<file path="src/hw/rtl/uvf_pkg.sv">
// Shared constants, codes and types of the unique value queue.
package uvf_pkg;

  localparam int unsigned QueueDepth = 16;
  localparam int unsigned CountW     = $clog2(QueueDepth + 1);
  localparam int unsigned ValueW     = 31;
  localparam int unsigned InValueW   = 32;
  localparam int unsigned StatusW    = 3;

  typedef enum logic {
    OpInsert = 1'b0,
    OpRemove = 1'b1
  } op_e;

  typedef enum logic [StatusW-1:0] {
    StOk        = 3'd0,
    StNegative  = 3'd1,
    StDuplicate = 3'd2,
    StFull      = 3'd3,
    StEmpty     = 3'd4
  } status_e;

  typedef struct packed {
    logic held;
    logic load;
    logic shift;
  } cell_ctrl_t;

endpackage

</file>
<file path="src/hw/rtl/uvf_cell.sv">
// One queue cell: holds a value, loads, shifts toward the head and compares.
module uvf_cell
  import uvf_pkg::*;
(
  input  logic              clk_i,
  input  cell_ctrl_t        ctrl_i,
  input  logic [ValueW-1:0] load_value_i,
  input  logic [ValueW-1:0] shift_value_i,
  input  logic [ValueW-1:0] probe_i,
  output logic [ValueW-1:0] value_o,
  output logic              match_o
);

  logic [ValueW-1:0] value_q;
  logic [ValueW-1:0] value_d;

  always_comb begin
    value_d = value_q;
    if (ctrl_i.shift) begin
      value_d = shift_value_i;
    end else if (ctrl_i.load) begin
      value_d = load_value_i;
    end
  end

  always_ff @(posedge clk_i) begin
    value_q <= value_d;
  end

  assign value_o = value_q;
  assign match_o = ctrl_i.held && (value_q == probe_i);

endmodule

</file>
<file path="src/hw/rtl/uvf_chain.sv">
// Row of queue cells with the head at cell zero.
module uvf_chain
  import uvf_pkg::*;
(
  input  logic              clk_i,
  input  logic [CountW-1:0] count_i,
  input  logic              load_i,
  input  logic              shift_i,
  input  logic [ValueW-1:0] value_i,
  output logic [ValueW-1:0] head_value_o,
  output logic              match_o
);

  logic [ValueW-1:0]     cell_value [QueueDepth];
  logic [QueueDepth-1:0] cell_match;
  cell_ctrl_t            cell_ctrl  [QueueDepth];

  for (genvar i = 0; i < QueueDepth; i++) begin : g_cell
    logic [ValueW-1:0] shift_value;

    if (i == QueueDepth - 1) begin : g_last
      assign shift_value = value_i;
    end else begin : g_inner
      assign shift_value = cell_value[i+1];
    end

    assign cell_ctrl[i].held  = count_i > CountW'(i);
    assign cell_ctrl[i].load  = load_i && (count_i == CountW'(i));
    assign cell_ctrl[i].shift = shift_i;

    uvf_cell u_cell (
      .clk_i         (clk_i),
      .ctrl_i        (cell_ctrl[i]),
      .load_value_i  (value_i),
      .shift_value_i (shift_value),
      .probe_i       (value_i),
      .value_o       (cell_value[i]),
      .match_o       (cell_match[i])
    );
  end

  assign head_value_o = cell_value[0];
  assign match_o      = |cell_match;

endmodule

</file>
<file path="src/hw/rtl/unique_value_fifo.sv">
// Top level of the duplicate-refusing value queue.
// A transfer's result enters the output register in the next cycle; every held cell
// compares the offered value at once. Throughput: one item per cycle while no result
// waits unaccepted. Items update count and cells at transfer, so the next one follows.
// Reset clears the occupancy count and the output valid; cell contents are not cleared.
module unique_value_fifo
  import uvf_pkg::*;
(
  input  logic                       clk_i,
  input  logic                       rst_ni,
  input  logic                       in_valid_i,
  output logic                       in_ready_o,
  input  logic                       operation_i,
  input  logic signed [InValueW-1:0] in_value_i,
  output logic                       out_valid_o,
  input  logic                       out_ready_i,
  output logic [StatusW-1:0]         status_o,
  output logic [ValueW-1:0]          out_value_o
);

  logic [CountW-1:0] count_q, count_d;
  logic              out_valid_q, out_valid_d;
  status_e           status_q, status_d;
  logic [ValueW-1:0] value_q, value_d;

  logic              accept;
  logic              is_insert;
  logic              negative;
  logic              duplicate;
  logic              full;
  logic              empty;
  logic              do_insert;
  logic              do_remove;
  logic [ValueW-1:0] offered;
  logic [ValueW-1:0] head_value;
  status_e           status_c;

  assign in_ready_o = !out_valid_q || out_ready_i;
  assign accept     = in_valid_i && in_ready_o;
  assign is_insert  = op_e'(operation_i) == OpInsert;
  assign offered    = in_value_i[ValueW-1:0];
  assign negative   = in_value_i[InValueW-1];
  assign full       = count_q == CountW'(QueueDepth);
  assign empty      = count_q == '0;

  uvf_chain u_chain (
    .clk_i        (clk_i),
    .count_i      (count_q),
    .load_i       (do_insert),
    .shift_i      (do_remove),
    .value_i      (offered),
    .head_value_o (head_value),
    .match_o      (duplicate)
  );

  always_comb begin
    if (is_insert) begin
      priority if (negative) begin
        status_c = StNegative;
      end else if (duplicate) begin
        status_c = StDuplicate;
      end else if (full) begin
        status_c = StFull;
      end else begin
        status_c = StOk;
      end
    end else if (empty) begin
      status_c = StEmpty;
    end else begin
      status_c = StOk;
    end
  end

  assign do_insert = accept && is_insert && (status_c == StOk);
  assign do_remove = accept && !is_insert && (status_c == StOk);

  always_comb begin
    count_d     = count_q;
    out_valid_d = out_valid_q;
    status_d    = status_q;
    value_d     = value_q;
    if (do_insert) begin
      count_d = count_q + CountW'(1);
    end else if (do_remove) begin
      count_d = count_q - CountW'(1);
    end
    if (accept) begin
      out_valid_d = 1'b1;
      status_d    = status_c;
      if (status_c != StOk) begin
        value_d = '0;
      end else if (is_insert) begin
        value_d = offered;
      end else begin
        value_d = head_value;
      end
    end else if (out_ready_i) begin
      out_valid_d = 1'b0;
    end
  end

  always_ff @(posedge clk_i or negedge rst_ni) begin
    if (!rst_ni) begin
      count_q     <= '0;
      out_valid_q <= 1'b0;
    end else begin
      count_q     <= count_d;
      out_valid_q <= out_valid_d;
    end
  end

  always_ff @(posedge clk_i) begin
    status_q <= status_d;
    value_q  <= value_d;
  end

  assign out_valid_o = out_valid_q;
  assign status_o    = status_q;
  assign out_value_o = value_q;

  a_count_bound: assert property (@(posedge clk_i) disable iff (!rst_ni)
    count_q <= CountW'(QueueDepth))
    else $error("occupancy above queue depth");

  a_transfer_result: assert property (@(posedge clk_i) disable iff (!rst_ni)
    accept |=> out_valid_q)
    else $error("input transfer without a result");

  a_insert_count: assert property (@(posedge clk_i) disable iff (!rst_ni)
    do_insert |=> count_q == $past(count_q) + CountW'(1))
    else $error("accepted insert did not grow the queue");

  a_fail_zero: assert property (@(posedge clk_i) disable iff (!rst_ni)
    (out_valid_q && status_q != StOk) |-> value_q == '0)
    else $error("failed item carries a nonzero value");

endmodule

</file>
<file path="config.mk">
export PLATFORM = sky130hd
export DESIGN_NAME = unique_value_fifo
export DESIGN_NICKNAME = d
export VERILOG_FILES = /design/src/hw/rtl/uvf_pkg.sv /design/src/hw/rtl/uvf_cell.sv /design/src/hw/rtl/uvf_chain.sv /design/src/hw/rtl/unique_value_fifo.sv
export SDC_FILE = /design/constraint.sdc
export NUM_CORES = 1
export LEC_CHECK = 0
export BUFFER_PORTS_ARGS = -buffer_cell sky130_fd_sc_hd__clkbuf_2
export CORE_MARGIN = 3
export CORE_UTILIZATION = 42
export CTS_CLUSTER_SIZE = 24
export DETAILED_ROUTE_END_ITERATION = 8
export GPL_ROUTABILITY_DRIVEN = 0
export HOLD_SLACK_MARGIN = 0.02
export MAX_ROUTING_LAYER = met4
export PLACE_DENSITY = 0.65
export SYNTH_ARGS = -nofsm -noshare
export SYNTH_HDL_FRONTEND = slang
export SYNTH_HIERARCHICAL = 1
export SYNTH_SLANG_ARGS = --single-unit
export TNS_END_PERCENT = 50
</file>
<file path="constraint.sdc">
create_clock -name clk_i -period 6.1 [get_ports clk_i]
set_input_delay 1.22 -clock clk_i [delete_from_list [all_inputs] [get_ports clk_i]]
set_output_delay 1.22 -clock clk_i [all_outputs]
set_load 0.02 [all_outputs]
</file>
# After elaboration in Yosys (flattened, before gate mapping)
# Cells that the tools add are included.
# op_classes
addsub,2
n_mux,42
bitwise,1
n_lt_le_gt_ge,16
n_reduce_logical,61
n_eq_ne,32
# ops
operator,n
31-bit two-way mux,33
31-bit == test,16
"5-bit by 4-bit == test with 1-bit output, second input constant",8
"5-bit by 4-bit greater-than comparator with 1-bit output, second input constant",8
1-bit logical AND,37
2-bit nonzero test,18
"5-bit by 3-bit == test with 1-bit output, second input constant",4
"5-bit by 3-bit greater-than comparator with 1-bit output, second input constant",4
16-bit OR reduction,1
"5-bit by 2-bit == test with 1-bit output, second input constant",2
"5-bit by 1-bit greater-than comparator with 1-bit output, second input constant",2
"5-bit by 2-bit greater-than comparator with 1-bit output, second input constant",2
5-bit two-way mux,2
3-bit two-way mux,3
"5-bit by 1-bit adder with 5-bit output, second input constant",1
"5-bit by 1-bit == test with 1-bit output, second input constant",1
"5-bit == test, second input constant",1
5-bit logical NOT,1
"5-bit by 1-bit subtractor with 5-bit output, second input constant",1
2-bit two-way mux,2
3-bit logical NOT,1
3-bit nonzero test,1
1-bit two-way mux,2
1-bit logical NOT,1
2 further kinds,2
# word_totals
in_bits,37
register_bits,536
out_inout_bits,36

# Depth between registers and ports, before layout
# Gate-level depths: netlist of run 1.
# depth
depth_word,11
mapped_depth,16
ltp_nobuf,15

# Cells and area by module
# Netlist of run 1, hierarchy kept.
# modules_own_cells
module,instances,area_each_um2,seq_area_each_um2,cells_each
uvf_cell,16,1661.6,930.9,109
unique_value_fifo,1,1789.2,1171.1,120
uvf_chain,1,329.1,0.0,59

# Worst setup path after synthesis of run 1
# Ideal clock, no wire load.
# synth_path
path_type,input-to-reg
from,in in_value_i[18]
to,reg u_chain.g_cell[0].u_cell.value_q[0] (enable)
setup_slack_ns,2.125
arrival_time_ns,3.601
cell_stages,12
required_time_ns,5.726
setup_time_ns,0.374
path_cell_list,xor2_1 -> nor4_2 -> nand2_1 -> nor4_2 -> nor4_1 -> nand4_1 -> nor3_2 -> o21ai_4 -> nor2_1 -> or4b_4 -> nor3_2 -> or2_2
# synth_rtl
element,line_no,text
start: declaration,unique_value_fifo.sv:14,"input logic signed [InValueW-1:0] in_value_i,"
end signal: assignment,uvf_cell.sv:27,value_q <= value_d;
end: declaration,uvf_cell.sv:14,logic [ValueW-1:0] value_q;

# Worst setup path after layout of run 1
# layout_path
from,in in_value_i[16]
to,reg count_q[4]
# layout_between
elab_chain_len,9
word_cells_on_any_way,41
classes_between,16 x eq/ne; 4 x mux; 21 x reduce/logical
# layout_lines
element,line_no,text
31-bit == test *,uvf_cell.sv:31,assign match_o = ctrl_i.held && (value_q == probe_i);
1-bit logical AND *,uvf_cell.sv:31,
via u_chain.cell_match[0],uvf_chain.sv:15,logic [QueueDepth-1:0] cell_match;
16-bit OR reduction *,uvf_chain.sv:43,assign match_o = |cell_match;
via duplicate,unique_value_fifo.sv:29,logic duplicate;
2-bit two-way mux *,unique_value_fifo.sv:60,end else if (duplicate) begin
3-bit two-way mux *,unique_value_fifo.sv:58,priority if (negative) begin
3-bit two-way mux *,unique_value_fifo.sv:57,if (is_insert) begin
3-bit logical NOT *,unique_value_fifo.sv:74,assign do_insert = accept && is_insert && (status_c == StOk);
1-bit logical AND *,unique_value_fifo.sv:74,
via do_insert,unique_value_fifo.sv:32,logic do_insert;
5-bit two-way mux / 2-bit nonzero test (equally long branches),n/a,
end signal: assignment,unique_value_fifo.sv:107,count_q <= count_d;
end: declaration,unique_value_fifo.sv:21,"logic [CountW-1:0] count_q, count_d;"
# The timed path passes the listed nets; every way through them passes the cells marked *.
# A chain may end at the register's enable or synchronous reset.

==> results.json, run 1 <==
{
  "drtIter0Drc": 847,
  "synthMostInstantiatedCell": "edfxtp_1",
  "worst_pin_slew_ns": 1.20,
  "synth_top_area_share_pct": 55.4,
  "outcome": "finished clean",
  "cts_tree": "yes",
  "p_int_mw": 6.90,
  "nFillCells": 5753,
  "yosysTopAreaCell": "edfxtp_1",
  "antenna_found_initial": 0,
  "firstDrtPassIters": 5,
  "synthDistinctLibCells": 41,
  "setup_tns_ns": 0,
  "grt_pass1_vias": 16600,
  "worstPathRequired_ns": 6.64,
  "path_max_fanout": 34,
  "setup_viol": 0,
  "syn_inst": 1923,
  "grt_pass1_wl_um": 94700,
  "cts_num_sinks": 536,
  "num_io_pins": 73,
  "cts_setup_buffers": 0,
  "core_mm2": 0.0674,
  "relSlewSlack_pct": 19.8,
  "finalHoldViolCount": 0,
  "floorplan.die_area_mm2": 0.0715,
  "ys_warn_count": 6,
  "grt_util_met3_pct": 2.59,
  "initial_core_util_pct": 42.6,
  "antennaDiodeCount": 0,
  "ys_ff_latch": 536,
  "post_cts_resized": 0,
  "fmax_mhz": 198,
  "clockBufferDepth": 3,
  "cts_max_level": 2,
  "p_sw_share_pct": 26.6,
  "switchingPower_mw": 2.49,
  "leakage_nw": 10.8,
  "hold_buffers": 0,
  "clkPwrFrac_pct": 34.3,
  "die-width_um": 267,
  "io_buffers": 72,
  "synth.area.top_cells": "edfxtp_1, mux2_2, xor2_1",
  "syn-num-nets": 1964,
  "seq_power_share_pct": 49.7,
  "worstSetupEndpointType": "register",
  "synth-edff-count": 530,
  "pwr-share-comb_pct": 16.0,
  "path_clk_slew_ns": 0.06,
  "final_max_slew_viol_count": 0,
  "clock-root-buffer": "clkbuf_16",
  "syn-mean-instance-area_um2": 14.9,
  "drive_gt1_share_pct": 36.6,
  "grtUsageTotal_pct": 17.3,
  "drc": 0,
  "hold_ws_ns": 0.436,
  "overflow": 0,
  "rows": 95,
  "ir_drop_uv": 226,
  "synthTopCellsByCount": "edfxtp_1, mux2_2, xor2_1",
  "die_y_um": 267,
  "drv_cap": 0,
  "yosysSeqAreaShare_pct": 56.0,
  "multi_input_area_mm2": 0.0123,
  "vias": 15789,
  "worst_setup_path_start_kind": "input port",
  "use_met2_pct": 29.5,
  "grt_start_max_net_pins": 104,
  "fin_crit_sh_pct": 82.8,
  "drtAntennaViolNets": 0,
  "ys.flop_type": "edfxtp_1",
  "met1_usage_pct": 21.4,
  "via_per_inst": 5.30,
  "clk_latency_ns": 0.62,
  "finalCriticalPeriod_ns": 5.05,
  "area_growth_syn_to_layout_pct": 12.5,
  "seq_area_mm2": 0.0161,
  "crit_type": "input port to register",
  "cts_buffers": 58,
  "min_path_type": "input port to asynchronous set/reset pin",
  "worstPathArrival_ns": 5.59,
  "wirelength_um": 60200,
  "nets": 2099,
  "top_usage_layer": "met2",
  "routedWlPerCell_um": 20.2,
  "power_density_mw_per_mm2": 291,
  "skew_ns": 0.0252,
  "rsz0062_at_grt": "no",
  "synthArstFlopShare_pct": 1.12,
  "dpl.hpwl_um": 41100,
  "syn_area_mm2": 0.0287
}
-- cells in the final DEF (no fill, tap or decap), types with 7 or more instances in the layout --
cell,netlist,routed
edfxtp_1,530,530
mux2_2,464,464
xor2_1,386,386
xnor2_1,114,114
clkbuf_2,0,72
nor4_1,68,68
buf_4,1,65
clkbuf_16,0,58
nand4_1,49,49
nor4_2,48,48
mux2_1,35,35
a22o_1,31,31
nand2_1,25,25
nor2_1,21,19
clkinv_2,0,16
or2_2,16,16
buf_12,0,15
clkbuf_1,21,14
clkinv_1,0,12
nand2b_1,8,8
nor3_1,7,7
-- path summary, 6_finish.rpt --
check	cells after the start	slack (ns)	from	endpoint
max	16	1.05	in_value_i[16]	count_q[4]$_DFFE_PN0P_
min	1	0.44	rst_ni	count_q[3]$_DFFE_PN0P_
max reg2reg	15	1.37	count_q[4]$_DFFE_PN0P_	count_q[4]$_DFFE_PN0P_
min reg2reg	2	0.54	out_valid_o$_DFFE_PN0P_	out_valid_o$_DFFE_PN0P_
max in group asynchronous	1	5.50	rst_ni	count_q[0]$_DFFE_PN0P_
min in group clk_i	2	0.54	out_valid_o$_DFFE_PN0P_	out_valid_o$_DFFE_PN0P_
-- critical path, cell delays in order --
cell       delay [ns]
clkbuf_2         0.68
xor2_1           0.22
nor4_1           0.09
nand4_1          0.14
nor4_2           0.06
nor4_1           0.62
nand4_1          0.28
nor3_2           0.31
o21ai_4          0.11
nor2_1           0.30
inv_1            0.17
ha_1             0.36
a21oi_1          0.20
a21oi_1          0.09
a2111oi_0        0.50
xnor2_1          0.17
-- kinds of logic after synthesis --
| logic type | synth area share (%) |
|---|---|
| flops | 56.0 |
| xor+xnor | 15.3 |
| mux | 19.6 |
| simple gates | 6.24 |
| buf+inv | 1.36 |
| compound gates | 1.39 |
| fa+ha+maj | 0.201 |
-- layer usage --
metal	part of all wire [%]	vias to the layer above
met4	2.8	0
li1	-	7598
met5	0	-
met1	43	7868
met3	3.4	97
met2	50	226
-- power by group through the flow --
| stage | combinational, mW | sequential [mW] | clock, mW |
|---|---|---|---|
| global placement | 1.48 | 4.73 | 0 |
| detailed placement | 1.50 | 4.74 | 0 |
| floorplan | 1.07 | 4.67 | 0 |
| CTS | 1.51 | 4.67 | 3.33 |
| global route | 1.64 | 4.71 | 3.46 |
| finish | 1.50 | 4.67 | 3.22 |
-- state kept, by name (all words and copies together), names as in the netlist --
| name | count |
|---|---|
| out_value_o | 31 |
| u_chain/g_cell.u_cell/value_o | 496 |
| status_o | 3 |
| out_valid_o | 1 |
| count_q | 5 |
-- layout make-up --
class | count | area share, %
flip-flops and latches | 536 | 49.7
clock inverters | 34 | 0.631
repair buffers | 152 | 3.56
multi-input cells | 1304 | 38.0
clock buffers | 72 | 4.66
inverters | 6 | 0.0697
well taps | 873 | 3.38
-- through the flow --
step / worst slack, ns / area, µm² / total power, mW / std cells / util, %
after floorplan: 2.13 / 28700 / 5.74 / 1923 / -
after global placement: 0.530 / 30600 / 6.21 / 2871 / 45.4
after detailed placement: 0.554 / 30600 / 6.25 / 2871 / 45.4
after CTS: 1.21 / 32300 / 9.52 / 2977 / 47.9
after global routing: 0.841 / 32300 / 9.80 / 2977 / 47.9
final: 1.05 / 32300 / 9.39 / 2977 / 47.9
No activity file was read; power rests on OpenSTA's default activity.
==> run 2, diff against run 1 <==
==> constraint.sdc (replaced) <==
create_clock -name clk_i -period 4.8 [get_ports clk_i]
set_input_delay 0.96 -clock clk_i [delete_from_list [all_inputs] [get_ports clk_i]]
set_output_delay 0.96 -clock clk_i [all_outputs]
set_load 0.02 [all_outputs]
==> run 2 against run 1 <==
Flip-flop and latch count stayed put. Cell count is 3.3% higher. Sequential power is 26% higher. Register-to-register slack worse by 0.96 ns. Critical path type unchanged. Largest power group unchanged. Die area stayed put. Non-clock buffer count is 101 higher. Setup slack worse by 0.68 ns. Routed wire length is 1.6% higher. Via count is 2.6% higher. Clock power is 32% higher. Final area is 4.5% higher.
==> results.json, run 2 (synthesis gave the netlist of run 1 again) <==
{
  "clkPwrFrac_pct": 34.5,
  "clk_latency_ns": 0.61,
  "worst_pin_slew_ns": 0.915,
  "firstDrtPassIters": 5,
  "initial_core_util_pct": 42.6,
  "worstPathRequired_ns": 5.31,
  "drtAntennaViolNets": 0,
  "hold_buffers": 0,
  "cp_cell_sequence": "clkbuf_2 -> buf_12 -> buf_12 -> xor2_1 -> nor4_1 -> nand4_1 -> nor4_2 -> buf_4 -> nor4_2 -> nand4_1 -> nor3_2 -> o21ai_4 -> nor2_1 -> inv_1 -> buf_4 -> ha_1 -> nand3_1 -> and3_1 -> a2111oi_0 -> buf_4 -> xnor2_1",
  "final_cell_mix": "edfxtp_1, mux2_2, xor2_1",
  "worstSetupEndpointType": "register",
  "core_mm2": 0.0674,
  "antennaDiodeCount": 0,
  "cts_buffers": 56,
  "worst_setup_path_start_kind": "input port",
  "routedWlPerCell_um": 19.9,
  "layout_commonest_cell": "edfxtp_1",
  "dp_slack_ns": -0.344,
  "path_clk_slew_ns": 0.06,
  "timing.final.ws_setup_ns": 0.375,
  "area_growth_syn_to_layout_pct": 17.6,
  "die_y_um": 267,
  "worstPathArrival_ns": 4.94,
  "worst_path_most_repeated_cell": "buf_4",
  "die-width_um": 267,
  "min_path_type": "input port to asynchronous set/reset pin",
  "fin_crit_sh_pct": 92.2,
  "via_per_inst": 5.27,
  "nets": 2198,
  "skew_ns": 0.0254,
  "clockBufferDepth": 3,
  "path_max_fanout": 15,
  "grtUsageTotal_pct": 17.7,
  "final_max_slew_viol_count": 0,
  "fin_util_pct": 50.1,
  "cpPeakStageDelay_ns": 0.49,
  "ir_drop_uv": 270,
  "grt_pass1_wl_um": 97000,
  "cts_num_sinks": 536,
  "largest_reg_flops": 496,
  "pwr-share-comb_pct": 17.9,
  "switchingPower_mw": 3.20,
  "p_sw_share_pct": 25.9,
  "grt_pass1_vias": 17056,
  "finalCriticalPeriod_ns": 4.42,
  "drtIter0Drc": 841,
  "vias": 16207,
  "drv_cap": 0,
  "cts_tree": "yes",
  "rsz0062_at_grt": "no",
  "leakage_nw": 11.6,
  "io_buffers": 72,
  "critPathSlowestCell": "nor4_2",
  "drive_gt1_share_pct": 39.8,
  "drc": 0,
  "crit_type": "input port to register",
  "setup_viol": 0,
  "overflow": 0,
  "clock-root-buffer": "clkbuf_16",
  "rows": 95,
  "finalHoldViolCount": 0,
  "cts_max_level": 2,
  "outcome": "finished clean",
  "grt_start_max_net_pins": 112,
  "fmax_mhz": 226,
  "power_density_mw_per_mm2": 365,
  "dpl.hpwl_um": 43200,
  "seq_power_share_pct": 47.6,
  "floorplan.die_area_mm2": 0.0715,
  "relSlewSlack_pct": 38.7,
  "num_io_pins": 73,
  "antenna_found_initial": 0,
  "wirelength_um": 61100,
  "p_int_mw": 9.12
}
run 2: changes by cell type in the layout (fill, tap and decap cells not counted), moves of 2 or more:
| cell | before | now |
|---|---|---|
| buf_12 | 15 | 64 |
| buf_4 | 65 | 117 |
| bufinv_16 | 1 | 5 |
| clkbuf_16 | 58 | 56 |
| clkbuf_8 | 0 | 3 |
| clkinv_1 | 12 | 8 |
| clkinvlp_4 | 2 | 0 |
| nor4_1 | 68 | 66 |
| nor4_2 | 48 | 50 |
run 2: layout make-up:
class	instances	area [µm²]
clock buffer	74	1500
clock inverter	30	280
fill	5603	33600
inverter	6	22.5
multi-input combinational	1304	12300
sequential	536	16100
tap	873	1090
timing repair buffer	253	2520
run 2: repair_timing:
item                                   4_1_cts  5_1_grt
setup endpoints to repair                    0        2
setup buffers                                0        0
endpoints found under the hold margin        0        0
gates resized for setup                      0        3
run 2: power groups by stage:
| stage | registers (mW) | logic, mW | clock network (mW) |
|---|---|---|---|
| floorplan | 5.94 | 1.36 | 0 |
| global placement | 5.95 | 2.15 | 0 |
| detailed placement | 5.96 | 2.19 | 0 |
| CTS | 5.87 | 2.21 | 4.38 |
| global route | 5.91 | 2.39 | 4.54 |
| finish | 5.87 | 2.20 | 4.25 |
run 2: path summary, 6_finish.rpt:
| path | start | slack, ns | endpoint | cells after the start |
|---|---|---|---|---|
| max in group asynchronous | rst_ni | 4.42 | count_q[0]$_DFFE_PN0P_ | 1 |
| min in group clk_i | out_valid_o$_DFFE_PN0P_ | 0.55 | out_valid_o$_DFFE_PN0P_ | 2 |
| max | in_value_i[12] | 0.38 | count_q[4]$_DFFE_PN0P_ | 21 |
| max reg2reg | count_q[1]$_DFFE_PN0P_ | 0.41 | count_q[4]$_DFFE_PN0P_ | 18 |
| min | rst_ni | 0.18 | count_q[1]$_DFFE_PN0P_ | 1 |
| min reg2reg | out_valid_o$_DFFE_PN0P_ | 0.55 | out_valid_o$_DFFE_PN0P_ | 2 |
run 2: layer usage:
metal / up-vias / GRT usage, % / wire (µm)
met1: 8096 / 23.1 / 27800
met5: - / - / 0
met3: 89 / 2.14 / 1740
li1: 7804 / - / -
met2: 218 / 28.9 / 29700
met4: 0 / 5.76 / 1900
run 2: metrics by stage:
step | cells | hold slack, ns | setup TNS [ns] | total power [mW] | instance area (µm²)
6_report | 3076 | 0.181 | 0 | 12.3 | 33800
5_1_grt | 3076 | 0.147 | 0 | 12.8 | 33800
4_1_cts | 3076 | 0.139 | 0 | 12.5 | 33700
3_5_place_dp | 2972 | 0.535 | -17.69 | 8.16 | 32000
3_3_place_gp | 2972 | 0.509 | -22.48 | 8.10 | 32000
2_1_floorplan | 1923 | 0.545 | 0 | 7.30 | 28700
run 2: worst max-delay path: cells and delay by family:
family / cells / cell delay (ns)
xor gates and xnor gates: 2 / 0.28
AOI/OAI and AO/OA: 2 / 0.45
and+or+nand+nor: 9 / 1.85
adders and majority gates: 1 / 0.28
buffers and inverters: 7 / 1.08
